[src/rtl/hsb_pkg.sv]
// Shared types, constants and defaults for the bucketed hash set.
package hsb_pkg;

    // Request and result field widths
    localparam int KEY_W = 31;
    localparam int OP_W  = 2;

    // Default geometry of the store
    localparam int NUM_BUCKETS_DEF      = 10;
    localparam int SLOTS_PER_BUCKET_DEF = 4;

    // Operation codes; the unused code behaves as a membership test
    localparam logic [OP_W-1:0] OP_INSERT = 2'd0;
    localparam logic [OP_W-1:0] OP_DELETE = 2'd1;
    localparam logic [OP_W-1:0] OP_TEST   = 2'd2;

    typedef struct packed {
        logic [OP_W-1:0]  operation;
        logic [KEY_W-1:0] key;
    } t_req;

    typedef struct packed {
        logic was_member;
        logic bucket_full;
    } t_rsp;

    // Commands from the controller to the datapath
    typedef struct packed {
        logic clear;
        logic load;
        logic mul;
        logic rem;
        logic read;
        logic update;
    } t_cmd;

    // Status from the datapath to the controller
    typedef struct packed {
        logic clear_last;
    } t_sts;

endpackage

[src/rtl/hsb_ram.sv]
// Generic single-write, single-read RAM with registered read data.
module hsb_ram #(
    parameter int WIDTH = 32,
    parameter int DEPTH = 16
) (
    input  logic                     i_clk,
    input  logic                     i_we,
    input  logic [$clog2(DEPTH)-1:0] i_waddr,
    input  logic [WIDTH-1:0]         i_wdata,
    input  logic [$clog2(DEPTH)-1:0] i_raddr,
    output logic [WIDTH-1:0]         o_rdata
);

    logic [WIDTH-1:0] r_mem [DEPTH];
    logic [WIDTH-1:0] r_rdata;

    // Write port
    always_ff @(posedge i_clk) begin
        if (i_we) begin
            r_mem[i_waddr] <= i_wdata;
        end
    end

    // Registered read port
    always_ff @(posedge i_clk) begin
        r_rdata <= r_mem[i_raddr];
    end

    assign o_rdata = r_rdata;

endmodule

[src/rtl/hsb_datapath.sv]
// Datapath: key modulo by reciprocal multiply, bucket row RAM, slot compare and update.
module hsb_datapath #(
    parameter int NUM_BUCKETS      = hsb_pkg::NUM_BUCKETS_DEF,
    parameter int SLOTS_PER_BUCKET = hsb_pkg::SLOTS_PER_BUCKET_DEF
) (
    input  logic          i_clk,
    input  logic          i_rst_n,
    input  hsb_pkg::t_cmd i_cmd,
    input  hsb_pkg::t_req i_in_req,
    output hsb_pkg::t_sts o_sts,
    output hsb_pkg::t_rsp o_out_rsp
);

    import hsb_pkg::*;

    localparam int KW    = KEY_W;
    localparam int SLOTS = SLOTS_PER_BUCKET;
    localparam int SW    = KW + 1;
    localparam int ROW_W = SLOTS * SW;
    localparam int BKW   = $clog2(NUM_BUCKETS);
    localparam int RW    = $clog2(2 * NUM_BUCKETS);
    // floor(2^KW / N): estimated quotient is exact or one low
    localparam logic [2*KW-1:0] MULT_FULL = ((2*KW)'(1) << KW) / (2*KW)'(NUM_BUCKETS);
    localparam logic [KW-1:0]   MULT      = MULT_FULL[KW-1:0];

    logic [OP_W-1:0]  r_op;
    logic [KW-1:0]    r_key;
    logic [KW-1:0]    r_q;
    logic [RW-1:0]    r_rem;
    logic [BKW-1:0]   r_bucket;
    logic [BKW-1:0]   r_clr_cnt;
    t_rsp             r_rsp;

    logic [2*KW-1:0]  w_prod;
    logic [KW-1:0]    w_qn;
    logic [KW-1:0]    w_rem_full;
    logic [BKW-1:0]   w_bucket;

    logic             w_we;
    logic [BKW-1:0]   w_waddr;
    logic [ROW_W-1:0] w_wdata;
    logic [ROW_W-1:0] w_rdata;
    logic [ROW_W-1:0] w_new_row;

    logic [KW-1:0]    w_slot_key [SLOTS];
    logic [SLOTS-1:0] w_slot_vld;
    logic [SLOTS-1:0] w_hit;
    logic [SLOTS-1:0] w_free;
    logic [SLOTS-1:0] w_hit_oh;
    logic [SLOTS-1:0] w_free_oh;
    logic             w_hit_any;
    logic             w_ins;
    logic             w_del;
    logic             w_full;

    // Quotient estimate and remainder estimate in [0, 2N)
    assign w_prod     = (2*KW)'(r_key) * (2*KW)'(MULT);
    assign w_qn       = r_q * KW'(NUM_BUCKETS);
    assign w_rem_full = r_key - w_qn;

    // Correct the remainder with one compare and subtract
    always_comb begin
        if (r_rem >= RW'(NUM_BUCKETS)) begin
            w_bucket = BKW'(r_rem - RW'(NUM_BUCKETS));
        end else begin
            w_bucket = BKW'(r_rem);
        end
    end

    // Capture request and step through the modulo stages
    always_ff @(posedge i_clk) begin
        if (i_cmd.load) begin
            r_op  <= i_in_req.operation;
            r_key <= i_in_req.key;
        end
        if (i_cmd.mul) begin
            r_q <= w_prod[2*KW-1:KW];
        end
        if (i_cmd.rem) begin
            r_rem <= w_rem_full[RW-1:0];
        end
        if (i_cmd.read) begin
            r_bucket <= w_bucket;
        end
    end

    // Sweep the rows to empty after reset
    always_ff @(posedge i_clk) begin
        if (!i_rst_n) begin
            r_clr_cnt <= '0;
        end else if (i_cmd.clear && r_clr_cnt != BKW'(NUM_BUCKETS - 1)) begin
            r_clr_cnt <= r_clr_cnt + BKW'(1);
        end
    end

    assign o_sts.clear_last = (r_clr_cnt == BKW'(NUM_BUCKETS - 1));

    // Split the row into slots and compare all of them at once
    always_comb begin
        for (int s = 0; s < SLOTS; s++) begin
            w_slot_key[s] = w_rdata[s*SW +: KW];
            w_slot_vld[s] = w_rdata[s*SW + KW];
            w_hit[s]      = w_slot_vld[s] && (w_slot_key[s] == r_key);
            w_free[s]     = !w_slot_vld[s];
        end
    end

    // Pick the lowest hit and the lowest free slot
    assign w_hit_oh  = w_hit & (~w_hit + SLOTS'(1));
    assign w_free_oh = w_free & (~w_free + SLOTS'(1));
    assign w_hit_any = |w_hit;
    assign w_ins     = (r_op == OP_INSERT) && !w_hit_any;
    assign w_del     = (r_op == OP_DELETE) && w_hit_any;
    assign w_full    = w_ins && !(|w_free);

    // Build the updated row
    always_comb begin
        w_new_row = w_rdata;
        for (int s = 0; s < SLOTS; s++) begin
            if (w_ins && w_free_oh[s]) begin
                w_new_row[s*SW +: SW] = {1'b1, r_key};
            end else if (w_del && w_hit_oh[s]) begin
                w_new_row[s*SW + KW] = 1'b0;
            end
        end
    end

    // Select between clearing sweep and row write-back
    always_comb begin
        w_we    = i_cmd.clear || i_cmd.update;
        w_waddr = i_cmd.clear ? r_clr_cnt : r_bucket;
        w_wdata = i_cmd.clear ? '0 : w_new_row;
    end

    hsb_ram #(
        .WIDTH (ROW_W),
        .DEPTH (NUM_BUCKETS)
    ) u_ram (
        .i_clk   (i_clk),
        .i_we    (w_we),
        .i_waddr (w_waddr),
        .i_wdata (w_wdata),
        .i_raddr (w_bucket),
        .o_rdata (w_rdata)
    );

    // Load the result register
    always_ff @(posedge i_clk) begin
        if (i_cmd.update) begin
            r_rsp.was_member  <= w_hit_any;
            r_rsp.bucket_full <= w_full;
        end
    end

    assign o_out_rsp = r_rsp;

endmodule

[src/rtl/hsb_ctrl.sv]
// Controller: sequences the clear sweep, modulo stages, row read and write-back.
module hsb_ctrl (
    input  logic          i_clk,
    input  logic          i_rst_n,
    input  logic          i_in_valid,
    output logic          o_in_stall,
    input  logic          i_out_stall,
    output logic          o_out_valid,
    output hsb_pkg::t_cmd o_cmd,
    input  hsb_pkg::t_sts i_sts
);

    import hsb_pkg::*;

    localparam int STW = 3;
    localparam logic [STW-1:0] S_CLEAR = 3'd0;
    localparam logic [STW-1:0] S_IDLE  = 3'd1;
    localparam logic [STW-1:0] S_MUL   = 3'd2;
    localparam logic [STW-1:0] S_REM   = 3'd3;
    localparam logic [STW-1:0] S_READ  = 3'd4;
    localparam logic [STW-1:0] S_UPD   = 3'd5;

    logic [STW-1:0] r_state;
    logic [STW-1:0] n_state;
    logic           r_out_valid;
    logic           n_out_valid;
    logic           w_accept;
    logic           w_out_free;

    assign w_accept   = i_in_valid && (r_state == S_IDLE);
    assign w_out_free = !r_out_valid || !i_out_stall;

    // Drive datapath commands
    always_comb begin
        o_cmd.clear  = (r_state == S_CLEAR);
        o_cmd.load   = w_accept;
        o_cmd.mul    = (r_state == S_MUL);
        o_cmd.rem    = (r_state == S_REM);
        o_cmd.read   = (r_state == S_READ);
        o_cmd.update = (r_state == S_UPD) && w_out_free;
    end

    // Advance the sequence; hold in update until the result register frees
    always_comb begin
        n_state = r_state;
        unique case (r_state)
            S_CLEAR: begin
                if (i_sts.clear_last) begin
                    n_state = S_IDLE;
                end
            end
            S_IDLE: begin
                if (w_accept) begin
                    n_state = S_MUL;
                end
            end
            S_MUL:  n_state = S_REM;
            S_REM:  n_state = S_READ;
            S_READ: n_state = S_UPD;
            S_UPD: begin
                if (w_out_free) begin
                    n_state = S_IDLE;
                end
            end
            default: n_state = S_CLEAR;
        endcase
    end

    // Set valid on a new result, drop it once taken
    always_comb begin
        if (o_cmd.update) begin
            n_out_valid = 1'b1;
        end else if (!i_out_stall) begin
            n_out_valid = 1'b0;
        end else begin
            n_out_valid = r_out_valid;
        end
    end

    always_ff @(posedge i_clk) begin
        if (!i_rst_n) begin
            r_state     <= S_CLEAR;
            r_out_valid <= 1'b0;
        end else begin
            r_state     <= n_state;
            r_out_valid <= n_out_valid;
        end
    end

    assign o_in_stall  = (r_state != S_IDLE);
    assign o_out_valid = r_out_valid;

endmodule

[src/rtl/hash_set_bucketed.sv]
// Top level of the bucketed hash set: controller plus datapath.
//
// A set of keys held as NUM_BUCKETS rows of SLOTS_PER_BUCKET slots in one RAM
// row per bucket; a key lives in bucket key mod NUM_BUCKETS. Each request
// (insert, delete, test) returns one result: was_member tells whether the key
// was stored beforehand, and bucket_full flags an insert dropped because its
// bucket had no free slot. Between acceptance of one request and the next,
// it passes two multiply stages for the modulo by a constant, the RAM's
// registered row read, and compare and write-back. A finished result waits
// in an output register, so the next request is taken while it is still
// stalled, and only a second finished result waits on it. After reset the
// block clears the store one row per cycle and stalls requests meanwhile.
module hash_set_bucketed #(
    parameter int NUM_BUCKETS      = hsb_pkg::NUM_BUCKETS_DEF,
    parameter int SLOTS_PER_BUCKET = hsb_pkg::SLOTS_PER_BUCKET_DEF
) (
    input  logic          i_clk,
    input  logic          i_rst_n,
    input  logic          i_in_valid,
    output logic          o_in_stall,
    input  hsb_pkg::t_req i_in_req,
    output logic          o_out_valid,
    input  logic          i_out_stall,
    output hsb_pkg::t_rsp o_out_rsp
);

    import hsb_pkg::*;

    t_cmd w_cmd;
    t_sts w_sts;

    hsb_ctrl u_ctrl (
        .i_clk       (i_clk),
        .i_rst_n     (i_rst_n),
        .i_in_valid  (i_in_valid),
        .o_in_stall  (o_in_stall),
        .i_out_stall (i_out_stall),
        .o_out_valid (o_out_valid),
        .o_cmd       (w_cmd),
        .i_sts       (w_sts)
    );

    hsb_datapath #(
        .NUM_BUCKETS      (NUM_BUCKETS),
        .SLOTS_PER_BUCKET (SLOTS_PER_BUCKET)
    ) u_dp (
        .i_clk     (i_clk),
        .i_rst_n   (i_rst_n),
        .i_cmd     (w_cmd),
        .i_in_req  (i_in_req),
        .o_sts     (w_sts),
        .o_out_rsp (o_out_rsp)
    );

endmodule

[config.mk]
export PLATFORM = sky130hd
export DESIGN_NAME = hash_set_bucketed
export DESIGN_NICKNAME = d
export VERILOG_FILES = /design/src/rtl/hsb_pkg.sv /design/src/rtl/hsb_ram.sv /design/src/rtl/hsb_datapath.sv /design/src/rtl/hsb_ctrl.sv /design/src/rtl/hash_set_bucketed.sv
export SDC_FILE = /design/constraint.sdc
export NUM_CORES = 2
export LEC_CHECK = 0
export BUFFER_PORTS_ARGS = -buffer_cell sky130_fd_sc_hd__buf_2
export CAP_MARGIN = 20
export CORE_MARGIN = 1.5
export CORE_UTILIZATION = 50
export DETAILED_ROUTE_END_ITERATION = 8
export PLACE_DENSITY = 0.65
export SLEW_MARGIN = 10
export SYNTH_ARGS = -nofsm -noshare
export SYNTH_HDL_FRONTEND = slang
export SYNTH_SLANG_ARGS = --single-unit
[constraint.sdc]
create_clock -name i_clk -period 10.8 [get_ports i_clk]
set_clock_uncertainty 0.05 [all_clocks]
set_input_delay 2.16 -clock i_clk [delete_from_list [all_inputs] [get_ports i_clk]]
set_output_delay 2.16 -clock i_clk [all_outputs]
set_load 0.005 [all_outputs]
Word-level counts from Yosys, hierarchy flattened
Memory sizes are Yosys's and may differ from the RTL's. A register that Yosys moved wholly into a read port is not among the register bits.
Cells that the tools add are included.
Word-level totals
  memory bits (writable): 1280
  register bits: 80
  memories: 1
  bits of input ports: 37
  output and inout port bits: 4
Operators by class
  $lt $le $gt $ge: 1
  reductions and logical operators: 33
  bitwise gates (word level): 4
  $mul: 2
  multiplexer cells: 23
  add/sub/neg operators: 5
  equal/unequal tests: 17
Memories
  u_dp.u_ram.r_mem: depth 10, width 128, rd ports 1, clocked after Yosys merged registers in 1, write ports 1, line hsb_ram.sv:14  | logic [WIDTH-1:0] r_mem [DEPTH];
Operators with widths (number)
  $mux 128: 1
  $eq 31x31->1: 4
  $mux 31: 4
  $mul 31x26->57 const B: 1
  $mul 28x3->4 const B: 1
  $logic_and 1x1->1: 18
  $pmux 3 s6: 1
  $add 4x1->4 const B: 3
  $mux 1: 12
  $mux 3: 3
  $and 4x4->4: 2
  $logic_not 1->1: 8
  $mux 4: 2
  $not 4->4: 2
  $reduce_or 4->1: 2
  $eq 3x2->1 const B: 2
  $eq 3x3->1 const B: 2
  $ne 2x1->1 const B: 3
  $ge 5x4->1 const B: 1
  $sub 5x5->5: 1
  $eq 4x4->1 const B: 1
  $ne 4x4->1 const B: 1
  $sub 4x4->4 const B: 1
  $eq 3x1->1 const B: 1
  7 further kinds: 8

Longest topological paths before layout
  depth after elaboration: 9
  gate-level depth with buffers: 23

Cells and area by module
Synthesis repeated with hierarchy kept, for this count alone.
Unflattened totals
  cell total of the unflattened synthesis: 4257
  area total of the unflattened synthesis: 66176.0 um^2
Modules (own cells, without submodules)
  hsb_ram: instances 1, cells each 2735, area each 52649.2 um^2, seq. area each 40999.3 um^2
  hsb_datapath: instances 1, cells each 1493, area each 13280.2 um^2, seq. area each 1521.5 um^2
  hsb_ctrl: instances 1, cells each 29, area each 246.5 um^2, seq. area each 80.1 um^2

Least setup slack after synthesis
No wires, ideal clock.
  kind: input-to-reg
  start point: input port i_out_stall
  end point: memory u_dp.u_ram.r_mem[0][0] (netlist name) (enable)
  path slack: 1937 ps
  setup time: 617 ps
  stages: 5
  arrival time: 8195 ps
  path buffers: 0
  cells stage by stage: nand2_1 -> nand2_1 -> or3_1 -> o32a_1 -> nor2_1
Between the ends
  cells in the longest elaborated chain, start to end: 6
RTL lines
  start: declaration: line hash_set_bucketed.sv:23  | input logic i_out_stall,
  $logic_not 1->1: line hsb_ctrl.sv:31  | assign w_out_free = !r_out_valid || !i_out_stall;
  $logic_or 1x1->1: line hsb_ctrl.sv:31
  $logic_and 1x1->1: line hsb_ctrl.sv:40  | o_cmd.update = (r_state == S_UPD) && w_out_free;
  $logic_or 1x1->1: line hsb_datapath.sv:130  | w_we = i_cmd.clear || i_cmd.update;
  $mux 1: line hsb_ram.sv:19  | if (i_we) begin
  $mux 1 (not written as such): line hsb_ram.sv:20  | r_mem[i_waddr] <= i_wdata;
  end: declaration: line hsb_ram.sv:14
No other way between the ends.

Worst setup path in the final report
  start point: register u_dp.r_key[12]
  end point: register u_dp.r_q[2], data pin
Between the ends
  cells in the longest elaborated chain, start to end: 1
RTL lines
  start: declaration: line hsb_datapath.sv:27  | logic [KW-1:0] r_key;
  start signal: assignment: line hsb_datapath.sv:74  | r_key <= i_in_req.key;
  $mul 31x26->57: line hsb_datapath.sv:57  | assign w_prod = (2*KW)'(r_key) * (2*KW)'(MULT);
  net u_dp.w_prod[33]: line hsb_datapath.sv:34  | logic [2*KW-1:0] w_prod;
  end signal: assignment: line hsb_datapath.sv:77  | r_q <= w_prod[2*KW-1:KW];
  end: declaration: line hsb_datapath.sv:28  | logic [KW-1:0] r_q;
The timed path passes the listed nets, and every way through them passes these cells.
A chain may end at the register's enable or synchronous reset.

==> results.ini <==
[cts]
tritoncts=built
root_buffer=clkbuf_16
numClockSinks=1464
cts_setup_buffers=0
cts_max_path_buffers=3
cts.clk_slew.worst_paths_ps=70
cts_htree_levels=4
cts_buffers=150
holdBufCountCts=0
clk_latency_ps=810
cts_resized=0

[setup_path]
crit_path_end_kind=register
critPathRequiredTime_ps=11280
cp_common_cell=fa_1
critPathKind=register to register
crit_fanout=15
crit_family=adder cells
crit_slowest_cell=edfxtp_1
crit_arrival_ps=7040
startpoint_type=register
cp_slowest_stage_delay_ps=930
crit_chain=ha_1 -> inv_1 -> fa_1 -> fa_1 -> fa_1 -> inv_1 -> fa_1 -> fa_1 -> inv_1 -> fa_1 -> inv_1 -> ha_1 -> nand3_1 -> nor2_1 -> nand4_1 -> a311oi_1 -> nor3_1 -> o21ai_0 -> xor2_1
crit_buf_inv=4

[layout]
finalNonFillerCells=5722
syn2layout_area_growth_pct=11.09
nets=4282
drive_gt1_share_pct=18.34
fillers=9847

[sta]
fmax_mhz=152.3
rsz0062_at_grt=no
setup_viol=0
maxSlewHeadroom_pct=24.79
finalSetupTns_ps=0
post-route-min-period_ps=6566
hold_violations=0
tightestPinTransition_ps=1128
final_max_slew_viol_count=0
period_share_pct=60.80

[synth]
async_flop_share_pct=0
synth_top_family_by_area=multiplexers
synthAdderAreaFrac_pct=8.029
ys_ff_latch=1464
yosysSeqAreaShare_pct=65.93
syn-num-nets=4236
netlist.area_leader.share_pct=61.72
synth.area.top_cells=edfxtp_1 (62%), mux4_2 (8.9%), fa_1 (5.1%)
synth_flop_cell=edfxtp_1
syn_inst=3884
synth_cell_types=60
yosys-top-cells-count=edfxtp_1 (1,328), inv_1 (304), mux4_2 (256)
syn_area_per_cell_sq_um=16.64
synth_simple_gate_area_share_pct=3.428
synth-compound-area-share_pct=3.772
synth_edf_count=1328
syn_area_sq_um=64610
synth_mux_area_share_pct=13.15
synth_warnings=0
synth_top_area_cell=edfxtp_1
synth_xor_area_share_pct=2.417
synth_most_common_cell=edfxtp_1

[global_route]
grt_pass1_wl_microns=246700
grt_pass1_vias=35390
gr-total-overflow=0
grt_usage_pct=26.11
grt_antenna_before_repair=3
grt_max_degree=137

[place]
io_buffer_count=40
dp_cells=5440
dp.final_hpwl_microns=97790
place.gp.congestion=0.9272

[pwr]
ir_worst_vdd_v=0.0001653
power_mw=12.23
powerDensity_nw_per_um2=170.4
p_leak_nw=25.11

[floorplan]
row_count=131
die_h_microns=362.5
core_sq_um=127800
ioPinCount=41
die_area_sq_um=131400
floorplan.initialDensity_pct=50.54
die_width_microns=362.5

[drt]
vias=35130
ant_nets=0
post_drt_wl_per_cell_microns=29.51
dr.pass1.iters=5
via_per_inst=6.139
wl_microns=168800
drtIter0Drc=4062
drc=0

[run_status]
status=finished clean

[hold_path]
hp-class=register to register

[job]
drv_cap=0

-- cell families after synthesis --
| logic type | count (synthesis) |
|---|---|
| flip-flops | 1464 |
| AND/OR/NAND/NOR | 446 |
| adder cells (fa/ha/maj) | 315 |
| AO/OA/AOI/OAI | 447 |
| buffers and inverters | 525 |
| XOR/XNOR | 174 |
| multiplexers | 513 |
-- final timing paths --
path / start / end / slack (ps) / depth (start not counted)
min: u_dp.u_ram.r_mem[9][93] / u_dp.u_ram.o_rdata[93] / 500 / 3
min reg2reg: u_dp.u_ram.r_mem[9][93] / u_dp.u_ram.o_rdata[93] / 500 / 3
max reg2reg: u_dp.r_key[12] / u_dp.r_q[2] / 4230 / 19
max: u_dp.r_key[12] / u_dp.r_q[2] / 4230 / 19
-- layout make-up --
class | count | area, sq um | share of cell area [%]
Sequential cell | 1464 | 42600 | 59.35
Multi-Input combinational cell | 1895 | 20070 | 27.96
Clock buffer | 204 | 4088 | 5.695
Tap cell | 1662 | 2079 | 2.897
Inverter | 305 | 1145 | 1.595
Timing Repair Buffer | 114 | 918.4 | 1.279
Clock inverter | 75 | 872.1 | 1.215
Antenna cell | 3 | 7.507 | 0.01046
-- worst register-to-register path: cells and delay by family (launching register included) --
family / cells / cell delay, ps
buf+inv: 4 / 240
fa+ha+maj: 8 / 3740
simple gates: 4 / 640
xor+xnor: 1 / 90
flops: 1 / 930
compound gates: 2 / 620
-- metal layers --
metal  track usage (%)  vias up  part of all wire, %
li1                  -    14820                    -
met3             4.665      271                  7.9
met2             40.50     1515                   46
met5                 0        -               0.0077
met1             37.62    18520                   43
met4             8.639        2                  3.0
-- report_power, final --
| group | total (mW) | leakage, nW | switching [mW] | internal (mW) |
|---|---|---|---|---|
| Sequential | 6.49 | 13.7 | 0.0737 | 6.41 |
| Combinational | 0.575 | 9.03 | 0.382 | 0.192 |
| Clock | 5.17 | 2.39 | 2.23 | 2.94 |
| Total | 12.2 | 25.1 | 2.69 | 9.54 |
-- metrics by stage --
stage	util, %	worst slack (ps)	cell area [sq um]	hold slack (ps)
final	56.14	4234	71780	499.6
after global routing	56.14	3953	71770	537.9
after CTS	56.14	4248	71770	503.9
after detailed placement	52.26	4260	66810	509.4
after global placement	52.24	4382	66790	500.2
after floorplan	-	1937	64610	374.4
-- cell usage in the layout, fill, tap and decap left out, types with 29 or more instances in the layout --
cell | synthesis | routed
a21oi_1 | 140 | 140
buf_2 | 25 | 40
buf_4 | 6 | 61
clkbuf_1 | 135 | 42
clkbuf_16 | 0 | 151
dfxtp_1 | 136 | 136
edfxtp_1 | 1328 | 1328
fa_1 | 166 | 166
ha_1 | 149 | 149
inv_1 | 304 | 304
mux2_2 | 129 | 128
mux2i_1 | 128 | 128
mux4_2 | 256 | 256
nand2_1 | 160 | 159
nand3_1 | 99 | 99
nand4_1 | 89 | 89
o21ai_0 | 207 | 207
o31ai_1 | 32 | 32
xnor2_1 | 140 | 140
xor2_1 | 29 | 29
-- state kept, by name, indices dropped and copies added, names as in the netlist, 3 cells and up --
signal and count:
u_dp.r_q 4, u_ctrl.r_state 3, u_dp.r_bucket 4, u_dp.u_ram.o_rdata 128, u_dp.r_key 31, u_dp.r_rem 5
u_dp.u_ram.r_mem 1280, u_dp.r_clr_cnt 4
No activity file was read; power rests on OpenSTA's default activity.
